**src/hdl/msd_pkg.sv**
```systemverilog
`default_nettype none

package msd_pkg;

    // symbol code values with a fixed meaning
    localparam logic [9:0] GAP_CODE     = 10'd104;
    localparam logic [9:0] CODE_MIN     = 10'd2;
    localparam logic [9:0] CODE_MAX     = 10'd257;
    localparam logic [9:0] BAD_CODE_A   = 10'd26;
    localparam logic [9:0] BAD_CODE_B   = 10'd52;
    localparam logic [9:0] BAD_CODE_C   = 10'd78;
    localparam logic [9:0] MARK_CODE_A  = 10'd25;
    localparam logic [9:0] MARK_CODE_B  = 10'd51;
    localparam logic [9:0] MARK_CODE_C  = 10'd77;
    localparam logic [9:0] MARK_CODE_D  = 10'd103;
    localparam logic [9:0] MARK_CODE_E  = 10'd129;

    // tree limits
    localparam int unsigned TREE_DEPTH  = 6;
    localparam int unsigned ROM_DEPTH   = 6;
    localparam int unsigned LETTERS     = 65;

    // result kinds
    localparam logic KIND_LETTER = 1'b0;
    localparam logic KIND_SPACE  = 1'b1;

    // decoder state record, one memory word
    typedef struct packed {
        logic       prev_gap;
        logic       prev_marker;
        logic       pprev_gap;
        logic [1:0] gap_count;
        logic [2:0] path_len;
        logic [5:0] path_bits;
    } state_t;

    // one result transaction
    typedef struct packed {
        logic       kind;
        logic [6:0] letter_index;
        logic       last;
    } result_t;

    // results produced by one symbol
    typedef struct packed {
        logic [1:0] count;
        result_t    first;
        result_t    second;
    } emit_t;

endpackage

`default_nettype wire

```
**src/hdl/msd_step.sv**
```systemverilog
`default_nettype none

module msd_step #(
    parameter int unsigned TREE_DEPTH = msd_pkg::TREE_DEPTH
) (
    input  wire logic [9:0]    code,
    input  wire msd_pkg::state_t cur,
    output msd_pkg::state_t    nxt,
    output msd_pkg::emit_t     emit
);
    import msd_pkg::*;

    localparam logic [6:0] NO_LABEL = 7'h7F;

    // tree rom: {length, symbols}, first symbol in the top used bit, 1 is dah
    localparam logic [8:0] TREE_ROM [0:LETTERS-1] = '{
        {3'd1, 6'd0},  {3'd2, 6'd0},  {3'd3, 6'd0},  {3'd4, 6'd0},  {3'd5, 6'd0},
        {3'd5, 6'd1},  {3'd4, 6'd1},  {3'd5, 6'd2},  {3'd5, 6'd3},  {3'd3, 6'd1},
        {3'd4, 6'd2},  {3'd5, 6'd4},  {3'd4, 6'd3},  {3'd5, 6'd6},  {3'd6, 6'd12},
        {3'd6, 6'd13}, {3'd5, 6'd7},  {3'd2, 6'd1},  {3'd3, 6'd2},  {3'd4, 6'd4},
        {3'd5, 6'd9},  {3'd6, 6'd18}, {3'd4, 6'd5},  {3'd5, 6'd10}, {3'd6, 6'd21},
        {3'd3, 6'd3},  {3'd4, 6'd6},  {3'd5, 6'd12}, {3'd5, 6'd13}, {3'd6, 6'd26},
        {3'd4, 6'd7},  {3'd5, 6'd14}, {3'd5, 6'd15}, {3'd1, 6'd1},  {3'd2, 6'd2},
        {3'd3, 6'd4},  {3'd4, 6'd8},  {3'd5, 6'd16}, {3'd6, 6'd33}, {3'd5, 6'd17},
        {3'd4, 6'd9},  {3'd5, 6'd18}, {3'd3, 6'd5},  {3'd4, 6'd10}, {3'd5, 6'd20},
        {3'd6, 6'd42}, {3'd6, 6'd43}, {3'd4, 6'd11}, {3'd5, 6'd22}, {3'd6, 6'd45},
        {3'd2, 6'd3},  {3'd3, 6'd6},  {3'd4, 6'd12}, {3'd5, 6'd24}, {3'd6, 6'd51},
        {3'd4, 6'd13}, {3'd5, 6'd26}, {3'd5, 6'd27}, {3'd3, 6'd7},  {3'd4, 6'd14},
        {3'd5, 6'd28}, {3'd6, 6'd56}, {3'd4, 6'd15}, {3'd5, 6'd30}, {3'd5, 6'd31}
    };

    // letter at a node, or none
    function automatic logic [6:0] node_label(input logic [2:0] len, input logic [5:0] bits);
        logic [6:0] lbl;
        lbl = NO_LABEL;
        for (int e = 0; e < LETTERS; e++)
        begin
            if (lbl == NO_LABEL && TREE_ROM[e][8:6] == len && TREE_ROM[e][5:0] == bits)
            begin
                lbl = 7'(e);
            end
        end
        return lbl;
    endfunction

    // a node exists when some letter code starts with its path
    function automatic logic node_exists(input logic [2:0] len, input logic [5:0] bits);
        logic       hit;
        logic [2:0] el;
        logic [5:0] eb;
        hit = 1'b0;
        for (int e = 0; e < LETTERS; e++)
        begin
            el = TREE_ROM[e][8:6];
            eb = TREE_ROM[e][5:0];
            if (el >= len && (eb >> (el - len)) == bits)
            begin
                hit = 1'b1;
            end
        end
        return hit;
    endfunction

    function automatic logic even_in(input logic [9:0] c, input logic [9:0] lo,
                                     input logic [9:0] hi);
        return !c[0] && c >= lo && c <= hi;
    endfunction

    logic       code_ok;
    logic       is_gap;
    logic       is_marker;
    logic       set_dit;
    logic       set_dah;
    logic       any_dit;
    logic       any_dah;
    logic       do_root;
    logic       do_step;
    logic       step_sym;
    logic [1:0] gc_new;
    logic       emit_label;
    logic       emit_space;
    logic [6:0] label;
    logic [2:0] base_len;
    logic [5:0] base_bits;
    logic [3:0] step_len;
    logic [5:0] step_bits;
    logic       step_ok;
    result_t    letter_res;
    result_t    space_res;

    // code classification
    always_comb
    begin
        code_ok   = code >= CODE_MIN && code <= CODE_MAX && code != BAD_CODE_A
                    && code != BAD_CODE_B && code != BAD_CODE_C;
        is_gap    = code == GAP_CODE;
        is_marker = code == MARK_CODE_A || code == MARK_CODE_B || code == MARK_CODE_C
                    || code == MARK_CODE_D || code == MARK_CODE_E;
        set_dit   = even_in(code, 10'd2, 10'd8) || even_in(code, 10'd28, 10'd34);
        set_dah   = even_in(code, 10'd10, 10'd24) || even_in(code, 10'd36, 10'd50);
        any_dit   = even_in(code, 10'd54, 10'd60) || even_in(code, 10'd80, 10'd86)
                    || even_in(code, 10'd106, 10'd112);
        any_dah   = even_in(code, 10'd62, 10'd76) || even_in(code, 10'd88, 10'd102)
                    || even_in(code, 10'd114, 10'd128);
        label     = node_label(cur.path_len, cur.path_bits);
    end

    // gap, re-rooting and step decisions
    always_comb
    begin
        do_root    = 1'b0;
        do_step    = 1'b0;
        step_sym   = 1'b0;
        gc_new     = cur.gap_count;
        emit_label = 1'b0;
        emit_space = 1'b0;
        if (is_gap)
        begin
            if (cur.gap_count < 2'd2)
            begin
                emit_label = label != NO_LABEL;
                emit_space = cur.gap_count == 2'd1;
                do_root    = 1'b1;
                gc_new     = cur.gap_count + 2'd1;
            end
            if (cur.prev_marker)
            begin
                gc_new   = 2'd0;
                do_step  = 1'b1;
                step_sym = 1'b1;
            end
        end
        else if (cur.prev_gap && cur.pprev_gap)
        begin
            if (set_dit || set_dah)
            begin
                do_root  = cur.gap_count <= 2'd1;
                gc_new   = 2'd0;
                do_step  = 1'b1;
                step_sym = set_dah;
            end
        end
        else if (set_dit || set_dah)
        begin
            gc_new   = 2'd0;
            do_step  = 1'b1;
            step_sym = set_dah;
        end
        if (any_dit || any_dah)
        begin
            gc_new   = 2'd0;
            do_step  = 1'b1;
            step_sym = any_dah;
        end
    end

    // tree walk: one child step from the current node or the root
    always_comb
    begin
        base_len  = do_root ? 3'd0 : cur.path_len;
        base_bits = do_root ? 6'd0 : cur.path_bits;
        step_len  = {1'b0, base_len} + 4'd1;
        step_bits = {base_bits[4:0], step_sym};
        step_ok   = do_step && step_len <= 4'(TREE_DEPTH) && step_len <= 4'(ROM_DEPTH)
                    && node_exists(step_len[2:0], step_bits);
    end

    // next state record, invalid codes leave it untouched
    always_comb
    begin
        nxt = cur;
        if (code_ok)
        begin
            nxt.prev_gap    = is_gap;
            nxt.prev_marker = is_marker;
            nxt.pprev_gap   = cur.prev_gap;
            nxt.gap_count   = gc_new;
            nxt.path_len    = step_ok ? step_len[2:0] : base_len;
            nxt.path_bits   = step_ok ? step_bits : base_bits;
        end
    end

    // results for this symbol
    always_comb
    begin
        letter_res.kind         = KIND_LETTER;
        letter_res.letter_index = label;
        letter_res.last         = !emit_space;
        space_res.kind          = KIND_SPACE;
        space_res.letter_index  = 7'd0;
        space_res.last          = 1'b1;
        emit.count  = code_ok ? 2'({1'b0, emit_label} + {1'b0, emit_space}) : 2'd0;
        emit.first  = emit_label ? letter_res : space_res;
        emit.second = space_res;
    end

endmodule

`default_nettype wire

```
**src/hdl/msd_result_fifo.sv**
```systemverilog
`default_nettype none

module msd_result_fifo (
    input  wire logic             clk,
    input  wire logic             rst_n,
    input  wire msd_pkg::emit_t   push,
    output logic                  room,
    output logic                  result_valid,
    input  wire logic             result_ready,
    output msd_pkg::result_t      head
);
    import msd_pkg::*;

    localparam int unsigned FIFO_DEPTH = 4;

    result_t    fifo_reg [FIFO_DEPTH];
    logic [1:0] wr_ptr_reg;
    logic [1:0] wr_ptr_next;
    logic [1:0] rd_ptr_reg;
    logic [1:0] rd_ptr_next;
    logic [2:0] count_reg;
    logic [2:0] count_next;
    logic       pop;

    // room for the largest burst of one symbol
    assign room         = count_reg <= 3'(FIFO_DEPTH - 2);
    assign result_valid = count_reg != 3'd0;
    assign head         = fifo_reg[rd_ptr_reg];
    assign pop          = result_valid && result_ready;

    // pointer and fill arithmetic
    always_comb
    begin
        wr_ptr_next = wr_ptr_reg + push.count;
        rd_ptr_next = rd_ptr_reg + {1'b0, pop};
        count_next  = count_reg + {1'b0, push.count} - {2'b00, pop};
    end

    // control registers
    always_ff @(posedge clk or negedge rst_n)
    begin
        if (!rst_n)
        begin
            wr_ptr_reg <= '0;
            rd_ptr_reg <= '0;
            count_reg  <= '0;
        end
        else
        begin
            wr_ptr_reg <= wr_ptr_next;
            rd_ptr_reg <= rd_ptr_next;
            count_reg  <= count_next;
        end
    end

    // storage, up to two writes a cycle
    always_ff @(posedge clk)
    begin
        if (push.count != 2'd0)
        begin
            fifo_reg[wr_ptr_reg] <= push.first;
        end
        if (push.count == 2'd2)
        begin
            fifo_reg[wr_ptr_reg + 2'd1] <= push.second;
        end
    end

endmodule

`default_nettype wire

```
**src/hdl/morse_symbol_tree_decoder_unit.sv**
```systemverilog
// a symbol waits in the stage register until it fires; its results then enter the fifo
// throughput: one symbol per cycle; state memory read, forwarded write and tree step form
// a read-modify-write loop; input stalls while three or more results wait in the
// four-entry result fifo, which drains one per cycle while result_ready is high
// reset: asynchronous, active low; clears pipeline and fifo control, and the state word
// reads as all zero (root, no history) until the first symbol writes it
`default_nettype none

module morse_symbol_tree_decoder_unit #(
    parameter int unsigned TREE_DEPTH = msd_pkg::TREE_DEPTH
) (
    input  wire logic       clk,
    input  wire logic       rst_n,
    input  wire logic       symbol_valid,
    output logic            symbol_ready,
    input  wire logic [9:0] symbol_code,
    output logic            result_valid,
    input  wire logic       result_ready,
    output logic            kind,
    output logic [6:0]      letter_index,
    output logic            last
);
    import msd_pkg::*;

    state_t     state_mem [1];
    state_t     rd_data_reg;
    state_t     wr_data_reg;
    state_t     st_cur;
    state_t     st_next;
    logic       s1_valid_reg;
    logic [9:0] s1_code_reg;
    logic       fwd_reg;
    logic       rd_seen_reg;
    logic       written_reg;
    logic       s1_fire;
    logic       symbol_fire;
    logic       room;
    emit_t      emit;
    emit_t      push;
    result_t    head;

    // handshakes
    assign s1_fire      = s1_valid_reg && room;
    assign symbol_ready = !s1_valid_reg || s1_fire;
    assign symbol_fire  = symbol_valid && symbol_ready;

    // state word: forward the write at the read edge, zero before the first write
    assign st_cur = fwd_reg ? wr_data_reg : (rd_seen_reg ? rd_data_reg : '0);

    // pipeline control
    always_ff @(posedge clk or negedge rst_n)
    begin
        if (!rst_n)
        begin
            s1_valid_reg <= 1'b0;
            fwd_reg      <= 1'b0;
            rd_seen_reg  <= 1'b0;
            written_reg  <= 1'b0;
        end
        else
        begin
            if (symbol_fire)
            begin
                s1_valid_reg <= 1'b1;
                fwd_reg      <= s1_fire;
                rd_seen_reg  <= written_reg;
            end
            else if (s1_fire)
            begin
                s1_valid_reg <= 1'b0;
            end
            if (s1_fire)
            begin
                written_reg <= 1'b1;
            end
        end
    end

    // symbol payload and forwarded write data
    always_ff @(posedge clk)
    begin
        if (symbol_fire)
        begin
            s1_code_reg <= symbol_code;
        end
        if (s1_fire)
        begin
            wr_data_reg <= st_next;
        end
    end

    // state memory, one word, read on each transaction
    always_ff @(posedge clk)
    begin
        if (s1_fire)
        begin
            state_mem[0] <= st_next;
        end
        if (symbol_fire)
        begin
            rd_data_reg <= state_mem[0];
        end
    end

    msd_step #(
        .TREE_DEPTH (TREE_DEPTH)
    ) u_step (
        .code (s1_code_reg),
        .cur  (st_cur),
        .nxt  (st_next),
        .emit (emit)
    );

    // only a firing stage pushes results
    always_comb
    begin
        push       = emit;
        push.count = s1_fire ? emit.count : 2'd0;
    end

    msd_result_fifo u_fifo (
        .clk          (clk),
        .rst_n        (rst_n),
        .push         (push),
        .room         (room),
        .result_valid (result_valid),
        .result_ready (result_ready),
        .head         (head)
    );

    assign kind         = head.kind;
    assign letter_index = head.letter_index;
    assign last         = head.last;

endmodule

`default_nettype wire
```
**config.mk**
```make
export PLATFORM = sky130hd
export DESIGN_NAME = morse_symbol_tree_decoder_unit
export DESIGN_NICKNAME = d
export VERILOG_FILES = /design/src/hdl/msd_pkg.sv /design/src/hdl/msd_step.sv /design/src/hdl/msd_result_fifo.sv /design/src/hdl/morse_symbol_tree_decoder_unit.sv
export SDC_FILE = /design/constraint.sdc
export NUM_CORES = 1
export LEC_CHECK = 0
export ABC_AREA = 0
export BUFFER_PORTS_ARGS = -buffer_cell sky130_fd_sc_hd__clkbuf_2
export CAP_MARGIN = 20
export CORE_MARGIN = 3
export CORE_UTILIZATION = 54
export DETAILED_ROUTE_END_ITERATION = 16
export PLACE_DENSITY = 0.83
export SYNTH_ARGS = -nofsm -noshare
export SYNTH_HDL_FRONTEND = slang
export SYNTH_SLANG_ARGS = --single-unit
```
**constraint.sdc**
```tcl
create_clock -name clk -period 6.8 [get_ports clk]
set_input_delay 0.68 -clock clk [delete_from_list [all_inputs] [get_ports clk]]
set_output_delay 0.68 -clock clk [all_outputs]
set_load 0.05 [all_outputs]
```
-- Word level (Yosys, flattened, before mapping)
Memory sizes are Yosys's and may differ from the RTL's. A register that Yosys moved wholly into a read port is not among the register bits.
Index checks and enable logic that the tools add are counted.
- register bits: 35
- bits in latches: 0
- bits in writable memories: 50
- bits in read-only memories: 0
- output and inout bits: 11
- logic and storage cells: 719
- memories: 2
- memory list (name ; depth ; width ; read ports ; clocked after memory_dff ; write ports ; line ; text):
    u_fifo.fifo_reg ; 4 ; 9 ; 1 ; 0 ; 2 ; msd_result_fifo.sv:16 ; result_t fifo_reg [FIFO_DEPTH];
    state_mem ; 1 ; 14 ; 1 ; 1 ; 1 ; morse_symbol_tree_decoder_unit.sv:25 ; state_t state_mem [1];
- add/sub/neg operators: 14
- multipliers: 0
- divide/modulo/power cells: 0
- magnitude comparators: 31
- equal/unequal tests: 180
- shift-type cells: 65
- multiplexer cells: 168
- bitwise logic cells: 0
- reduce and logical (&&, ||, !) cells: 245
- operators with widths (operator ; count):
    $mux W7 ; 65
    $eq A7 B7 Y1 const B ; 64
    $eq A6 B6 Y1 ; 65
    $logic_and A1 B1 Y1 ; 225
    $shr A4 B3 Y6 const A ; 16
    $mux W1 ; 88
    $shr A5 B3 Y6 const A ; 14
    $eq A5 B6 Y1 const A ; 12
    $shr A3 B3 Y6 const A ; 11
    $shr A1 B3 Y6 const A ; 10
    $eq A4 B6 Y1 const A ; 8
    $shr A2 B3 Y6 const A ; 8
    $mux W14 ; 3
    $ge A10 B7 Y1 const B ; 4
    $le A10 B7 Y1 const B ; 4
    $eq A6 B6 Y1 const A ; 6
    $shr A6 B3 Y6 const A ; 6
    $eq A10 B7 Y1 const B ; 3
    $ge A10 B6 Y1 const B ; 3
    $le A10 B6 Y1 const B ; 3
    $eq A3 B6 Y1 const A ; 4
    $mux W2 ; 7
    $logic_or A1 B1 Y1 ; 13
    $eq A2 B6 Y1 const A ; 2
    other kinds (44) ; 59

-- Longest topological paths before layout
- depth after elaboration: 270
- gate-level depth with buffers: 25
- depth with buffers taken out: 20

-- By module
Synthesis repeated with hierarchy kept, for this count alone.
- cells, all modules: 1066
- area total of the unflattened synthesis: 8857.2 um^2
- by module, submodules not included (module ; times used ; cells an instance ; area each (um^2) ; seq. area each (um^2)):
    msd_step ; 1 ; 866 ; 5161.2 ; 0.0
    msd_result_fifo ; 1 ; 127 ; 2214.6 ; 1256.2
    morse_symbol_tree_decoder_unit ; 1 ; 73 ; 1481.4 ; 1241.2

-- Worst setup path before layout
OpenSTA, ideal clock, no wires.
- path kind: register to register
- start: register s1_code_reg[3]
- end: register wr_data_reg[7] in the netlist's numbering (data pin)
- arrival time: 4.903 ns
- data required time: 6.525 ns
- slack: 1.622 ns
- cell stages (with the launch flop): 23
- buffers on the path: 5
- path through: edfxtp_1 buf_2 or4_1 a21o_1 nand4_1 nand3_1 inv_1 clkbuf_1 ha_1 inv_1 ha_1 clkbuf_1 xor2_1 clkbuf_1 o21ai_0 a311oi_1 nor2b_1 o21ai_0 a221oi_1 nor4b_2 a21oi_1 buf_6 mux2i_1
- RTL lines (element ; line ; text):
    start, declared ; morse_symbol_tree_decoder_unit.sv:31 ; logic [9:0] s1_code_reg;
    start signal, assigned ; morse_symbol_tree_decoder_unit.sv:84 ; s1_code_reg <= symbol_code;
    end signal, assigned ; morse_symbol_tree_decoder_unit.sv:88 ; wr_data_reg <= st_next;
    end, declared ; morse_symbol_tree_decoder_unit.sv:27 ; state_t wr_data_reg;

==> flow_summary.toml <==
[worst_setup_path]
cp_slowest_cell = "o21a_1"
reg2reg_from = "fwd_reg"
cp_cell_sequence = "buf_4 -> o21a_1 -> nor2_1 -> nand2_1 -> o32ai_1 -> or4b_2 -> or3_1 -> nor4b_2 -> a21boi_1 -> ha_1 -> and3_1 -> nor2b_1 -> nor3_1 -> a31oi_1 -> a22oi_1"
r2r_end = "u_fifo.fifo_reg[0][0]"
ff2ff_path_depth = 15
end_kind = "flop"
setup.worst_path.start = "fwd_reg"
crit_type = "reg2reg"
cp.buffers_inverters = 1
crit_fanout = 56
crit_required_ps = 6990
ff2ff_setup_slack_ps = 670
path_delay_family = "simple AND/OR/NAND/NOR gates"
slowest_delay_ps = 670
start_kind = "flop"
crit_arrival_ps = 6320

[floorplan]
dieHeight_um = 130
start_util_pct = 56.0
num_rows = 44
die-width_um = 130
io_pins = 25
dieArea_um2 = 16800
core_area_um2 = 14800

[finish]
fill_cells = 1314
final_cells = 1248
post-route-util_pct = 59.5
drive_above_1_share_pct = 11.1
ff_latch_area_um2 = 2140
largest_reg_flops = 36
multi_input_area_um2 = 5620
syn2layout_area_growth_pct = 6.30
nets = 1099
n_antenna_cell = 0

[routing]
drt-initial-drc-count = 1543
drc = 0
postRouteAntennaNets = 0
viasPerCell = 7.30
wl_per_cell_um = 22.4
wirelength_mm = 27.9
vias = 9114
first_pass_iters = 8

[global_route]
grt_pass1_vias = 8463
grt_max_degree = 57
overflow = 0
grt_first_pass_wirelength_mm = 44.5
track_usage_pct = 32.9
antenna_found_initial = 0

[logic_synthesis]
yosysSeqAreaShare_pct = 25.9
synth_nets = 1121
synth_warnings = 0
synthCells = 1081
synthArstFlopShare_pct = 12.9
syn_area_um2 = 8260
yosys_register_bits = 85
synth_flop_cell = "edfxtp_1"
avgSynthCellArea_um2 = 7.64
synth_edf_count = 38
synth_cell_type_count = 89

[placement]
place_congestion = 1.08
dp_hpwl_mm = 19.4
placed_cells = 1231
io_buffers = 24

[run_status]
outcome = "completed"

[timing]
worstMarginPinSlew_ps = 1130
period_minus_slack_ps = 6130
hold_violations = 0
finalClockSkew_ps = 5.01
relSlewSlack_pct = 24.4
rsz0062_at_grt = "no"
setup_viol = 0
setup_tns_ps = 0
fmax_ghz = 0.163
report.final.slew_viol_count = 0
min_period_over_period_pct = 90.1
hold_ws_ps = 200

[clock_network]
insertion_delay_ps = 340
cts.path.max_buffers = 2
cts_inserted_buffers = 9
clkTransAtPathRegs_ps = 60
clkSinkCount = 85
cts_setup_buffers = 0
cts_resized = 0
cts_tree = "yes"
cts_root_buf = "clkbuf_16"
h-tree-depth = 3
cts_hold_buf = 0

[hold_path]
hp-class = "in2async"

[run]
cap_violations = 0
## metal layers
layer | vias up | track usage [%] | wire length [um]
li1 | 4075 | - | -
met1 | 4193 | 42.7 | 10700
met2 | 686 | 51.5 | 12400
met3 | 160 | 7.96 | 3220
met4 | 0 | 16.1 | 1540
met5 | - | 0 | 0
## worst reg2reg max path, delay by kind of cell, from the launching register on
kind                       cells  cell delay [ps]
and+or+nand+nor                8             2700
AOI/OAI and AO/OA              5             1870
DFF                            1              520
buffers and inverters          1              500
adders and majority gates      1              380
## layout make-up
cell class,count,area share [%]
Clock buffer,11,2.89
Clock inverter,5,0.356
Inverter,26,1.11
Multi-Input combinational cell,874,64.0
Sequential cell,85,24.4
Tap cell,184,2.62
Timing Repair Buffer,63,4.70
## kinds of logic (layout without fill, tap and decap cells)
| kind of cell | count (synthesis) | after routing | synth area share (%) |
|---|---|---|---|
| AO/OA/AOI/OAI | 381 | 381 | 31.1 |
| XOR/XNOR | 47 | 47 | 4.98 |
| adder cells (fa/ha/maj) | 26 | 26 | 4.03 |
| buffers and inverters | 122 | 105 | 6.29 |
| flip-flops | 85 | 85 | 25.9 |
| multiplexers | 18 | 18 | 3.56 |
| AND/OR/NAND/NOR | 402 | 402 | 24.1 |
## stage by stage
stage	setup WS (ps)	instance area, um^2
after detailed placement	823	8490
after global placement	863	8490
after floorplan	1620	8260
final	672	8780
after CTS	800	8770
after global routing	385	8780
## how the worst max path moves through the flow
stage | end | slack, ps | cells past startpoint
after floorplan | wr_data_reg[7] | 1620 | 22
after global placement | u_fifo.fifo_reg[0][0] | 860 | 15
after detailed placement | u_fifo.fifo_reg[0][0] | 820 | 15
after CTS | u_fifo.fifo_reg[0][0] | 800 | 15
after global routing | u_fifo.fifo_reg[0][5] | 380 | 17
final | u_fifo.fifo_reg[0][0] | 670 | 15
## synth_stat cells, types with 13 or more instances
cell      count  area (um^2)
o21ai_0      94          470
o31ai_1      16          120
xnor2_1      40          350
edfxtp_1     38         1140
nor4_1       17          106
a21oi_1      62          310
nand4_1      13         81.3
a31oi_1      21          131
nor2_1       87          327
nor3_1       34          170
ha_1         25          313
a211oi_1     14          105
a22oi_1      19          143
inv_1        25         93.8
dfxtp_1      36          721
nand2_1     126          473
buf_2        19         95.1
nand3_1      50          250
clkbuf_1     65          244
o22ai_1      21          131
## layout by cell type (no fill, tap or decap), types with 8 or more instances in the layout
master,instances
nor2b_1,8
dfxtp_1,36
inv_1,25
o2bb2ai_1,8
clkbuf_2,24
ha_1,25
nand2_1,126
o22ai_1,21
a21oi_1,62
nor4_1,17
nand3_1,50
nand3b_1,10
nand4_1,13
edfxtp_1,38
nor2_1,87
o21ai_0,94
xnor2_1,39
a31oi_1,21
mux2i_1,8
or3_1,9
dfrtp_1,10
a22oi_1,19
clkbuf_16,10
mux4_2,9
nor3_1,34
o21a_1,11
o21ai_1,12
o31ai_1,16
buf_4,39
a211oi_1,13
o32ai_1,8
Power is not shown: default switching activity piles up to over one toggle a cycle in this logic, so the estimate is an artifact.
